===== src/rtl/core/mbdc_pkg.sv =====
// Package for the MPPT boost duty controller: beat structs, config struct,
// register indexes, sequencer states and shared constants. No dependencies.
package mbdc_pkg;

  localparam int unsigned DIV_W     = 33;  // dividend / quotient width
  localparam int unsigned DVS_W     = 16;  // divisor / remainder width
  localparam int unsigned DIV_CNT_W = 6;   // step counter width

  localparam logic [5:0]  DIV_STEPS_SP   = 6'd33;
  localparam logic [5:0]  DIV_STEPS_DUTY = 6'd17;
  localparam logic [16:0] DUTY_ONE       = 17'd65536;
  localparam logic [15:0] SP_MAX         = 16'hFFFF;

  localparam logic [31:0] RST_POWER_THR  = 32'd50000;
  localparam logic [16:0] RST_DUTY_MIN   = 17'd0;
  localparam logic [16:0] RST_DUTY_MAX   = 17'd58982;
  localparam logic [15:0] RST_PWM_PERIOD = 16'd65535;
  localparam logic [15:0] RST_INIT_SP    = 16'd0;

  typedef enum logic [2:0] {
    CFG_POWER_THR = 3'd0,
    CFG_DUTY_MIN  = 3'd1,
    CFG_DUTY_MAX  = 3'd2,
    CFG_PWM_PER   = 3'd3,
    CFG_INIT_SP   = 3'd4
  } cfg_idx_e;

  typedef enum logic [3:0] {
    ST_IDLE,
    ST_MUL,
    ST_DIFF,
    ST_MAG,
    ST_TEST,
    ST_DIV_SP,
    ST_SP,
    ST_CHK,
    ST_DIV_DUTY,
    ST_CLAMP,
    ST_SCALE,
    ST_DONE
  } state_e;

  typedef struct packed {
    logic [15:0]        bat_voltage_mv;
    logic signed [15:0] bat_current_ma;
    logic [15:0]        panel_voltage_mv;
  } in_t;

  typedef struct packed {
    logic [15:0]        compare_value;
    logic [15:0]        setpoint_mv;
    logic [16:0]        duty_q16;
    logic signed [31:0] power_uw;
    logic               setpoint_moved;
    logic               duty_error;
  } out_t;

  typedef struct packed {
    logic [31:0] power_threshold_uw;
    logic [16:0] duty_min_q16;
    logic [16:0] duty_max_q16;
    logic [15:0] pwm_period;
    logic [15:0] initial_setpoint_mv;
  } cfg_t;

  // Divider request: bits to consume sit at the top of dividend.
  typedef struct packed {
    logic [DIV_W-1:0]     dividend;
    logic [DVS_W-1:0]     rem_init;
    logic [DVS_W-1:0]     divisor;
    logic [DIV_CNT_W-1:0] steps;
  } div_req_t;

  function automatic logic [16:0] sat_duty(input logic [16:0] v);
    sat_duty = (v > DUTY_ONE) ? DUTY_ONE : v;
  endfunction

endpackage


===== src/rtl/core/mppt_boost_duty_control.sv =====
// Top level of the perturb-and-observe MPPT boost duty controller.
// Depends on mbdc_pkg, mbdc_cfg and mbdc_div.
//
// One measurement beat in (battery mV, signed battery mA, panel mV), one
// result beat out. Power is vbat*current in uW. When |dP| since the last
// beat exceeds power_threshold_uw, the setpoint moves to panel voltage plus
// dP/dV (truncated, zero when dV is zero, saturated to 0..65535). The duty
// (vbat - setpoint)/vbat in Q1.16 is clamped (max tested first, then min)
// and scaled by pwm_period into the compare value. Zero vbat or a setpoint
// above vbat sets duty_error and holds the previous duty and compare value.
// The result beat skips the divider on the error path without a setpoint
// move and waits on both divisions when the setpoint moves with nonzero dV
// and the duty is divided; the sequencer then returns to idle, where the
// next beat is taken. The pace is set by the single shared restoring
// divider: 33 quotient bits for dP/dV and 17 for the duty fraction, one
// quotient bit per cycle. in_stall_o is high while a beat is in flight; a
// finished result sits in the output register while the next beat is
// taken, and the sequencer waits in its done state only if that register
// is still full and stalled. Config writes are expected only while idle;
// writing initial_setpoint_mv also loads the live setpoint.
module mppt_boost_duty_control (
  input  logic           clk_i,
  input  logic           rst_ni,
  input  logic           in_valid_i,
  output logic           in_stall_o,
  input  mbdc_pkg::in_t  in_data_i,
  output logic           out_valid_o,
  input  logic           out_stall_i,
  output mbdc_pkg::out_t out_data_o,
  input  logic           cfg_we_i,
  input  logic [2:0]     cfg_idx_i,
  input  logic [31:0]    cfg_wdata_i
);
  import mbdc_pkg::*;

  cfg_t     cfg;
  state_e   state_q, state_d;
  div_req_t div_req;
  logic     div_start;
  logic     div_done;
  logic [DIV_W-1:0] div_quot;

  // captured beat
  logic [15:0]        vbat_q;
  logic signed [15:0] cur_q;
  logic [15:0]        vpan_q;

  // working registers
  logic signed [31:0] power_q;
  logic signed [32:0] dp_q;
  logic signed [16:0] dv_q;
  logic [32:0]        mag_q;
  logic [15:0]        dv_abs_q;
  logic [32:0]        quot_q;

  // architectural state
  logic signed [31:0] prev_power_q;
  logic [15:0]        prev_vpan_q;
  logic [15:0]        setpoint_q;
  logic [16:0]        duty_q;
  logic [15:0]        compare_q;
  logic               moved_q;
  logic               err_q;

  logic               out_valid_q;
  out_t               out_data_q;

  logic               in_accept;
  logic               out_free;
  logic               moved_now;
  logic signed [32:0] power_prod;
  logic signed [32:0] dp_calc;
  logic signed [16:0] dv_calc;
  logic               q_neg;
  logic [33:0]        sp_sum;
  logic [15:0]        sp_new;
  logic [15:0]        duty_diff;
  logic               err_now;
  logic [16:0]        duty_raw;
  logic [16:0]        duty_clamped;
  logic [32:0]        cmp_prod;

  mbdc_cfg u_cfg (
    .clk_i       (clk_i),
    .rst_ni      (rst_ni),
    .cfg_we_i    (cfg_we_i),
    .cfg_idx_i   (cfg_idx_i),
    .cfg_wdata_i (cfg_wdata_i),
    .cfg_o       (cfg)
  );

  mbdc_div u_div (
    .clk_i   (clk_i),
    .rst_ni  (rst_ni),
    .start_i (div_start),
    .req_i   (div_req),
    .done_o  (div_done),
    .quot_o  (div_quot)
  );

  assign in_accept = in_valid_i && (state_q == ST_IDLE);
  assign out_free  = !out_valid_q || !out_stall_i;

  // --- datapath arithmetic, one wide op per state ---
  assign power_prod = $signed({1'b0, vbat_q}) * cur_q;
  assign dp_calc    = {power_q[31], power_q} - {prev_power_q[31], prev_power_q};
  assign dv_calc    = $signed({1'b0, vpan_q}) - $signed({1'b0, prev_vpan_q});
  assign moved_now  = mag_q > {1'b0, cfg.power_threshold_uw};

  // setpoint = vpan +/- |quotient|, saturated
  assign q_neg  = dp_q[32] ^ dv_q[16];
  assign sp_sum = {1'b0, quot_q} + {18'd0, vpan_q};
  always_comb begin
    if (q_neg) begin
      sp_new = (quot_q > {17'd0, vpan_q}) ? 16'd0 : (vpan_q - quot_q[15:0]);
    end else begin
      sp_new = (sp_sum > {18'd0, SP_MAX}) ? SP_MAX : sp_sum[15:0];
    end
  end

  assign err_now   = (vbat_q == 16'd0) || (setpoint_q > vbat_q);
  assign duty_diff = vbat_q - setpoint_q;

  assign duty_raw = div_quot[16:0];
  always_comb begin
    if (duty_raw > cfg.duty_max_q16) begin
      duty_clamped = cfg.duty_max_q16;
    end else if (duty_raw < cfg.duty_min_q16) begin
      duty_clamped = cfg.duty_min_q16;
    end else begin
      duty_clamped = duty_raw;
    end
  end

  assign cmp_prod = cfg.pwm_period * duty_q;

  // --- sequencer ---
  always_ff @(posedge clk_i or negedge rst_ni) begin
    if (!rst_ni) begin
      state_q <= ST_IDLE;
    end else begin
      state_q <= state_d;
    end
  end

  always_comb begin
    state_d   = state_q;
    div_start = 1'b0;
    div_req   = '0;
    case (state_q)
      ST_IDLE: begin
        if (in_accept) state_d = ST_MUL;
      end
      ST_MUL:  state_d = ST_DIFF;
      ST_DIFF: state_d = ST_MAG;
      ST_MAG:  state_d = ST_TEST;
      ST_TEST: begin
        if (!moved_now) begin
          state_d = ST_CHK;
        end else if (dv_q == 17'sd0) begin
          state_d = ST_SP;
        end else begin
          // |dP| / |dV|, all 33 dividend bits
          div_start        = 1'b1;
          div_req.dividend = mag_q;
          div_req.rem_init = '0;
          div_req.divisor  = dv_abs_q;
          div_req.steps    = DIV_STEPS_SP;
          state_d          = ST_DIV_SP;
        end
      end
      ST_DIV_SP: begin
        if (div_done) state_d = ST_SP;
      end
      ST_SP:   state_d = ST_CHK;
      ST_CHK: begin
        if (err_now) begin
          state_d = ST_DONE;
        end else begin
          // (diff << 16) / vbat: quotient is at most 17 bits, so the top
          // 15 dividend bits preload the remainder and 17 steps remain
          div_start        = 1'b1;
          div_req.dividend = {duty_diff[0], 32'd0};
          div_req.rem_init = {1'b0, duty_diff[15:1]};
          div_req.divisor  = vbat_q;
          div_req.steps    = DIV_STEPS_DUTY;
          state_d          = ST_DIV_DUTY;
        end
      end
      ST_DIV_DUTY: begin
        if (div_done) state_d = ST_CLAMP;
      end
      ST_CLAMP: state_d = ST_SCALE;
      ST_SCALE: state_d = ST_DONE;
      ST_DONE: begin
        if (out_free) state_d = ST_IDLE;
      end
      default: state_d = ST_IDLE;
    endcase
  end

  // --- working registers (no reset needed) ---
  always_ff @(posedge clk_i) begin
    if (in_accept) begin
      vbat_q <= in_data_i.bat_voltage_mv;
      cur_q  <= in_data_i.bat_current_ma;
      vpan_q <= in_data_i.panel_voltage_mv;
    end
    if (state_q == ST_MUL) begin
      power_q <= power_prod[31:0];
    end
    if (state_q == ST_DIFF) begin
      dp_q <= dp_calc;
      dv_q <= dv_calc;
    end
    if (state_q == ST_MAG) begin
      mag_q    <= dp_q[32] ? 33'(-dp_q) : dp_q;
      dv_abs_q <= dv_q[16] ? 16'(-dv_q) : dv_q[15:0];
    end
    if (state_q == ST_TEST) begin
      quot_q <= '0;
    end else if (state_q == ST_DIV_SP && div_done) begin
      quot_q <= div_quot;
    end
  end

  // --- architectural state ---
  always_ff @(posedge clk_i or negedge rst_ni) begin
    if (!rst_ni) begin
      prev_power_q <= '0;
      prev_vpan_q  <= '0;
      setpoint_q   <= RST_INIT_SP;
      duty_q       <= RST_DUTY_MIN;
      compare_q    <= '0;
      moved_q      <= 1'b0;
      err_q        <= 1'b0;
    end else begin
      if (state_q == ST_MAG) begin
        // previous sample updates every beat
        prev_power_q <= power_q;
        prev_vpan_q  <= vpan_q;
      end
      if (state_q == ST_TEST) begin
        moved_q <= moved_now;
      end
      if (state_q == ST_SP) begin
        setpoint_q <= sp_new;
      end else if (cfg_we_i && cfg_idx_i == CFG_INIT_SP) begin
        setpoint_q <= cfg_wdata_i[15:0];
      end
      if (state_q == ST_CHK) begin
        err_q <= err_now;
      end
      if (state_q == ST_CLAMP) begin
        duty_q <= duty_clamped;
      end
      if (state_q == ST_SCALE) begin
        compare_q <= cmp_prod[31:16];
      end
    end
  end

  // --- output register ---
  always_ff @(posedge clk_i or negedge rst_ni) begin
    if (!rst_ni) begin
      out_valid_q <= 1'b0;
    end else if (state_q == ST_DONE && out_free) begin
      out_valid_q <= 1'b1;
    end else if (!out_stall_i) begin
      out_valid_q <= 1'b0;
    end
  end

  always_ff @(posedge clk_i) begin
    if (state_q == ST_DONE && out_free) begin
      out_data_q.compare_value  <= compare_q;
      out_data_q.setpoint_mv    <= setpoint_q;
      out_data_q.duty_q16       <= duty_q;
      out_data_q.power_uw       <= power_q;
      out_data_q.setpoint_moved <= moved_q;
      out_data_q.duty_error     <= err_q;
    end
  end

  assign in_stall_o  = (state_q != ST_IDLE);
  assign out_valid_o = out_valid_q;
  assign out_data_o  = out_data_q;

endmodule


===== src/rtl/core/mbdc_cfg.sv =====
// Configuration register file for the MPPT duty controller.
// Depends on mbdc_pkg.
module mbdc_cfg (
  input  logic               clk_i,
  input  logic               rst_ni,
  input  logic               cfg_we_i,
  input  logic [2:0]         cfg_idx_i,
  input  logic [31:0]        cfg_wdata_i,
  output mbdc_pkg::cfg_t     cfg_o
);
  import mbdc_pkg::*;

  cfg_t cfg_q;

  always_ff @(posedge clk_i or negedge rst_ni) begin
    if (!rst_ni) begin
      cfg_q.power_threshold_uw  <= RST_POWER_THR;
      cfg_q.duty_min_q16        <= RST_DUTY_MIN;
      cfg_q.duty_max_q16        <= RST_DUTY_MAX;
      cfg_q.pwm_period          <= RST_PWM_PERIOD;
      cfg_q.initial_setpoint_mv <= RST_INIT_SP;
    end else if (cfg_we_i) begin
      case (cfg_idx_i)
        CFG_POWER_THR: cfg_q.power_threshold_uw  <= cfg_wdata_i;
        CFG_DUTY_MIN:  cfg_q.duty_min_q16        <= sat_duty(cfg_wdata_i[16:0]);
        CFG_DUTY_MAX:  cfg_q.duty_max_q16        <= sat_duty(cfg_wdata_i[16:0]);
        CFG_PWM_PER:   cfg_q.pwm_period          <= cfg_wdata_i[15:0];
        CFG_INIT_SP:   cfg_q.initial_setpoint_mv <= cfg_wdata_i[15:0];
        default: ;
      endcase
    end
  end

  assign cfg_o = cfg_q;

endmodule


===== src/rtl/core/mbdc_div.sv =====
// Shared restoring divider, one quotient bit per cycle.
// Depends on mbdc_pkg.
module mbdc_div (
  input  logic                        clk_i,
  input  logic                        rst_ni,
  input  logic                        start_i,
  input  mbdc_pkg::div_req_t          req_i,
  output logic                        done_o,
  output logic [mbdc_pkg::DIV_W-1:0]  quot_o
);
  import mbdc_pkg::*;

  logic [DIV_W-1:0]     dvd_q;
  logic [DVS_W-1:0]     rem_q;
  logic [DVS_W-1:0]     dvs_q;
  logic [DIV_CNT_W-1:0] cnt_q;
  logic                 busy_q;
  logic                 done_q;

  logic [DVS_W:0]       trial;
  logic                 fits;
  logic [DVS_W:0]       trial_sub;

  assign trial     = {rem_q, dvd_q[DIV_W-1]};
  assign fits      = trial >= {1'b0, dvs_q};
  assign trial_sub = trial - {1'b0, dvs_q};

  always_ff @(posedge clk_i or negedge rst_ni) begin
    if (!rst_ni) begin
      busy_q <= 1'b0;
      done_q <= 1'b0;
      cnt_q  <= '0;
    end else begin
      done_q <= 1'b0;
      if (start_i) begin
        busy_q <= 1'b1;
        cnt_q  <= req_i.steps;
      end else if (busy_q) begin
        cnt_q <= cnt_q - 1'b1;
        if (cnt_q == DIV_CNT_W'(1)) begin
          busy_q <= 1'b0;
          done_q <= 1'b1;
        end
      end
    end
  end

  // remainder stays below the divisor, so the trial fits in DVS_W+1 bits
  always_ff @(posedge clk_i) begin
    if (start_i) begin
      dvd_q <= req_i.dividend;
      rem_q <= req_i.rem_init;
      dvs_q <= req_i.divisor;
    end else if (busy_q) begin
      dvd_q <= {dvd_q[DIV_W-2:0], fits};
      rem_q <= fits ? trial_sub[DVS_W-1:0] : trial[DVS_W-1:0];
    end
  end

  assign done_o = done_q;
  assign quot_o = dvd_q;

endmodule


===== config.mk =====
export PLATFORM = sky130hd
export DESIGN_NAME = mppt_boost_duty_control
export DESIGN_NICKNAME = d
export VERILOG_FILES = /design/src/rtl/core/mbdc_pkg.sv /design/src/rtl/core/mppt_boost_duty_control.sv /design/src/rtl/core/mbdc_cfg.sv /design/src/rtl/core/mbdc_div.sv
export SDC_FILE = /design/constraint.sdc
export NUM_CORES = 2
export LEC_CHECK = 0
export BUFFER_PORTS_ARGS = -buffer_cell sky130_fd_sc_hd__buf_2
export CAP_MARGIN = 20
export CORE_ASPECT_RATIO = 0.8
export CORE_MARGIN = 2
export CORE_UTILIZATION = 31
export DETAILED_ROUTE_END_ITERATION = 10
export PLACE_DENSITY_LB_ADDON = 0.1
export SKIP_CTS_REPAIR_TIMING = 1
export SLEW_MARGIN = 20
export SYNTH_ARGS = -nofsm -noshare
export SYNTH_HDL_FRONTEND = slang
export SYNTH_SLANG_ARGS = --single-unit
export TNS_END_PERCENT = 10

===== constraint.sdc =====
create_clock -name clk_i -period 11.2 [get_ports clk_i]
set_clock_uncertainty 0.05 [all_clocks]
set_input_delay 2.24 -clock clk_i [delete_from_list [all_inputs] [get_ports clk_i]]
set_output_delay 2.24 -clock clk_i [all_outputs]
set_load 0.03 [all_outputs]

======== After elaboration in Yosys (flattened, before gate mapping) ========
Cells that the tools add are included.
storage, ports and cells
  register bits after elaboration ......... 554
  memories kept ........................... 0
  RAM bits ................................ 0
  latch bits .............................. 0
  output and inout port bits .............. 85
  bits in read-only memories .............. 0
cells by class
  bitwise logic cells ..................... 1
  div/mod/pow operators ................... 0
  equality and inequality tests ........... 21
  multiplexer cells ....................... 41
  add/subtract/negate cells ............... 9
  shift-type cells ........................ 0
  multipliers ............................. 2
  $lt $le $gt $ge ......................... 8
  reductions and logical operators ........ 20
operator list
  operator                                                                           number
  71-bit two-way mux                                                                 3
  16-bit two-way mux                                                                 9
  71-bit case mux with 2 select lines                                                1
  33-bit two-way mux                                                                 2
  17-bit two-way mux                                                                 3
  4-bit case mux with 12 select lines                                                1
  16-bit subtractor                                                                  3
  33-bit by 16-bit adder with 34-bit output                                          1
  34-bit by 16-bit greater-than comparator with 1-bit output, second input constant  1
  33-bit by 16-bit greater-than comparator with 1-bit output                         1
  33-bit by 32-bit greater-than comparator with 1-bit output                         1
  33-bit negator                                                                     1
  32-bit by 32-bit subtractor with 33-bit output                                     1
  16-bit by 17-bit multiplier with 32-bit output                                     1
  17-bit by 16-bit multiplier with 32-bit output                                     1
  32-bit two-way mux                                                                 1
  17-bit by 16-bit >= comparator with 1-bit output                                   1
  17-bit greater-than comparator                                                     1
  17-bit greater-than comparator, second input constant                              1
  17-bit zero test                                                                   1
  17-bit < comparator                                                                1
  16-bit by 16-bit subtractor with 17-bit output                                     1
  4-bit by 3-bit == test with 1-bit output, second input constant                    4
  4-bit == test, second input constant                                               4
  other kinds (27)                                                                   57

======== Depth between registers and ports, before layout ========
  word-level depth ........................ 5
  depth in mapped cells ................... 25
  gate-level depth less buffers ........... 24

======== Modules after synthesis ========
From an unflattened synthesis, not the netlist that was laid out.
unflattened totals
  cell total of the unflattened synthesis .. 4,677
  area, all modules ....................... 47,038.9 µm²
by module, submodules not included
  module                   sequential area each (µm²)  cells each  times used  area an instance (µm²)
  mppt_boost_duty_control  11,130.7                    4,096       1           39,127.5
  mbdc_cfg                 2,491.1                     258         1           3,961.3
  mbdc_div                 2,152.1                     323         1           3,950.0

======== Worst setup path before layout ========
No wires, ideal clock.
  path type ............................... input-to-reg
  from .................................... input port out_stall_i
  to ...................................... register out_data_q (netlist bit out_data_o[0]), enable pin
  arrival time ............................ 6.277 ns
  library setup time ...................... 0.552 ns
  path buffers ............................ 0
  path slack .............................. 4.322 ns
  cell stages on the path ................. 1
  path through ............................ a21oi_1
on the way
  cells in the longest elaborated chain, start to end .. 3
ends and longest elaborated chain
  what               line                            RTL
  start, declared    mppt_boost_duty_control.sv:28   input logic out_stall_i,
  1-bit zero test    --
  1-bit logical OR   mppt_boost_duty_control.sv:102  assign out_free = !out_valid_q || !out_stall_i;
  1-bit logical AND  mppt_boost_duty_control.sv:275  if (state_q == ST_DONE && out_free) begin
  end, declared      mppt_boost_duty_control.sv:66   out_t out_data_q;
Every way passes these cells.
A chain may end at the register's enable or synchronous reset.

======== Worst setup path after layout ========
  from .................................... register vbat_q[6]
  to ...................................... register power_q[31], data pin
on the way
  cells in the longest elaborated chain, start to end .. 1
ends and longest elaborated chain
  what                                            line                            RTL
  start, declared                                 mppt_boost_duty_control.sv:44   logic [15:0] vbat_q;
  start signal, assigned                          mppt_boost_duty_control.sv:205  vbat_q <= in_data_i.bat_voltage_mv;
  17-bit by 16-bit multiplier with 32-bit output  mppt_boost_duty_control.sv:105  assign power_prod = $signed({1'b0, vbat_q}) * cur_q;
  via power_prod[31]                              mppt_boost_duty_control.sv:71   logic signed [32:0] power_prod;
  end signal, assigned                            mppt_boost_duty_control.sv:210  power_q <= power_prod[31:0];
  end, declared                                   mppt_boost_duty_control.sv:49   logic signed [31:0] power_q;
The timed path passes the listed nets, and every way through them passes these cells.

==> flow_metrics.py <==
metrics = {
    "die": {
        "io_pins": 173,
        "core-area_sq_um": 145000,
        "die_h_um": 346,
        "fp-row-count": 125,
        "dieArea_sq_um": 149000,
        "initial_core_util": 0.312,
        "die_x_um": 432,
    },
    "clock_tree": {
        "numCtsBuffers": 71,
        "cts_tree": "yes",
        "clkLatencyLatePin_ns": 0.69,
        "cts_root_buf": "clkbuf_16",
        "path_clk_slew_ns": 0.06,
        "cts.sinks": 554,
        "htree_levels": 3,
        "cts_buffer_depth": 3,
    },
    "timing": {
        "period_minus_slack_ns": 7.18,
        "worstMarginPinSlew_ns": 1.13,
        "grt_setup_unrepaired": "false",
        "setup_violations": 0,
        "hold_viol": 0,
        "tns_ns": 0,
        "max_freq_ghz": 0.139,
        "setup_slack_ns": 4.02,
        "finalMaxSlewViolations": 0,
        "fin_crit_sh": 0.641,
        "slew_headroom": 0.227,
    },
    "yosys": {
        "syn_nets": 5526,
        "async_reset_ff_frac": 0.350,
        "syn-instance-count": 4621,
        "yosysTopAreaCell": "edfxtp_1",
        "synth_flop_cell": "edfxtp_1",
        "yosys-top-cells-area": "edfxtp_1 22%, fa_1 18%, ha_1 11%",
        "ys_seq_area_frac": 0.339,
        "syn-cell-area_sq_um": 45400,
        "yosysWarningCount": 0,
        "synth_seq_cells": 554,
        "synth_cell_types": 79,
        "synth_edf_count": 327,
        "synth_top_area_frac": 0.216,
        "avgSynthCellArea_sq_um": 9.82,
    },
    "worst_setup_path": {
        "required_ns": 11.58,
        "path_class": "flop to flop",
        "slowest_delay_ns": 0.83,
        "critPathLaunchType": "flop",
        "cp-startpoint": "vbat_q[6]$_DFFE_PP_",
        "ff2ff_setup_slack_ns": 4.02,
        "crit_path_max_fanout": 19,
        "arrival_ns": 7.56,
        "cp_num_buf_inv": 5,
        "cp_common_cell": "fa_1",
        "crit_family": "adder cells",
        "cp.depth": 23,
        "worstSetupEndpoint": "power_q[31]$_DFFE_PP_",
        "path_cells": "nand2_1, fa_1, inv_1, fa_1, inv_1, fa_1, inv_1, fa_1, fa_1, inv_1, fa_1, inv_1, ha_1, a21oi_1, o21ai_0, or3_1, o211ai_1, a21oi_1, a41o_1, nor3_1, o21bai_1, a21oi_1, xnor2_1",
        "crit_slowest_cell": "edfxtp_1",
        "crit_path_end_kind": "flop",
        "reg2reg_to": "power_q[31]$_DFFE_PP_",
        "ff2ff_path_depth": 23,
        "crit-reg2reg-launch": "vbat_q[6]$_DFFE_PP_",
    },
    "final_layout": {
        "nFillCells": 14809,
        "final_common_cell": "inv_1",
        "fin_cells": 6713,
        "syn2layout_area_growth_pct": 12.0,
        "nNetsFinal": 5648,
        "mostFrequentLayoutCells": "690 x inv_1, 673 x nand2_1, 411 x ha_1, 406 x fa_1, 327 x edfxtp_1",
        "multi_input_area_sq_um": 26800,
        "final_util": 0.350,
        "drive_gt1_frac": 0.0900,
        "ff_latch_area_sq_um": 15400,
    },
    "detailed_routing": {
        "wl_per_cell_um": 20.8,
        "route.vias.total": 32585,
        "antenna_left": 0,
        "first_pass_iters": 6,
        "wirelength_um": 139000,
        "routed_via_density": 4.85,
        "drt_first_iter_violations": 2120,
        "drt_drc_violations_left": 0,
    },
    "worst_hold_path": {
        "hp-start": "compare_q[9]$_DFFE_PN0N_",
        "hold_path_class": "flop to flop",
    },
    "placed_design": {
        "port-buffer-count": 172,
        "hpwl_um": 106000,
        "post-place-ws_ns": 4.00,
        "dpl.cell_count": 6575,
        "gp_congestion": 0.860,
    },
    "global_route": {
        "grt_pass1_vias": 33471,
        "grt_pass1_wl_um": 215000,
        "grt_use_total": 0.189,
        "grt_max_degree": 103,
        "grt.overflow.total": 0,
        "antenna_found_initial": 7,
    },
    "outcome": {
        "status": "finished clean",
    },
    "run": {
        "drv_cap": 0,
    },
}
-- flip-flops by register name (all words and copies together), names as in the netlist, 4 cells and up --
register,flops
compare_q,16
cur_q,16
dp_q,33
duty_q,17
dv_abs_q,16
dv_q,17
mag_q,33
out_data_o,83
power_q,32
prev_power_q,32
prev_vpan_q,16
quot_q,33
setpoint_q,16
state_q,4
u_cfg.cfg_o,82
u_div.cnt_q,6
u_div.dvs_q,16
u_div.quot_o,33
u_div.rem_q,16
vbat_q,16
vpan_q,16
-- synthesized netlist by cell type (all sizes together), types with 7 or more instances --
cell type,count
a221o,9
xor2,37
nand2,673
o21a,18
o31ai,30
and3,17
xnor2,125
a2111oi,7
o22ai,15
edfxtp,327
nand4,30
nor4,18
a31oi,18
o21bai,20
a21oi,181
clkbuf,172
nor3,39
a221oi,8
or3,20
and2,257
fa,406
nand3,59
o211ai,41
o21ai,262
mux2i,31
o41ai,9
nor2,151
nand2b,37
or2,12
a211oi,24
dfrtp,163
or4,13
a21o,69
nor2b,31
inv,695
ha,411
mux2,23
dfxtp,33
a22o,18
dfstp,31
-- metal layers --
metal | vias to the layer above | track usage | part of all wire
met1 | 16356 | 0.279 | 0.49
met3 | 141 | 0.0216 | 0.036
li1 | 15551 | - | -
met2 | 537 | 0.296 | 0.45
met5 | - | 0 | 0
met4 | 0 | 0.0415 | 0.019
-- kinds of logic after synthesis --
family / synth area share
DFF: 0.339
buffers and inverters: 0.0722
xor gates and xnor gates: 0.0313
muxes: 0.0126
and+or+nand+nor: 0.143
adders and majority gates: 0.293
AOI/OAI and AO/OA: 0.110
-- per-stage QoR --
stage	instance area, sq um	hold slack (ns)
6_report	50800	0.397
5_1_grt	50800	0.408
4_1_cts	50800	0.399
3_5_place_dp	48400	0.385
3_3_place_gp	48400	0.383
2_1_floorplan	45400	0.375
-- worst min-delay path by stage --
stage,end,slack (ns),depth (start not counted)
2_1_floorplan,out_data_o[1]$_DFFE_PP_,0.37,0
3_3_place_gp,out_data_o[59]$_DFFE_PP_,0.38,0
3_5_place_dp,out_data_o[76]$_DFFE_PP_,0.39,0
4_1_cts,out_data_o[76]$_DFFE_PP_,0.40,0
5_1_grt,out_data_o[54]$_DFFE_PP_,0.41,0
6_report,out_data_o[76]$_DFFE_PP_,0.40,0
-- cell type report --
cell class / count / area share
diodes: 6 / 0.000296
clock buffers: 96 / 0.0382
clock inverters: 36 / 0.00803
inverters: 695 / 0.0514
multi-input cells: 3195 / 0.527
flip-flops and latches: 554 / 0.303
well taps: 1905 / 0.0469
repair buffers: 226 / 0.0251
Power is not shown: default switching activity piles up to over one toggle a cycle in this logic, so the estimate is an artifact.
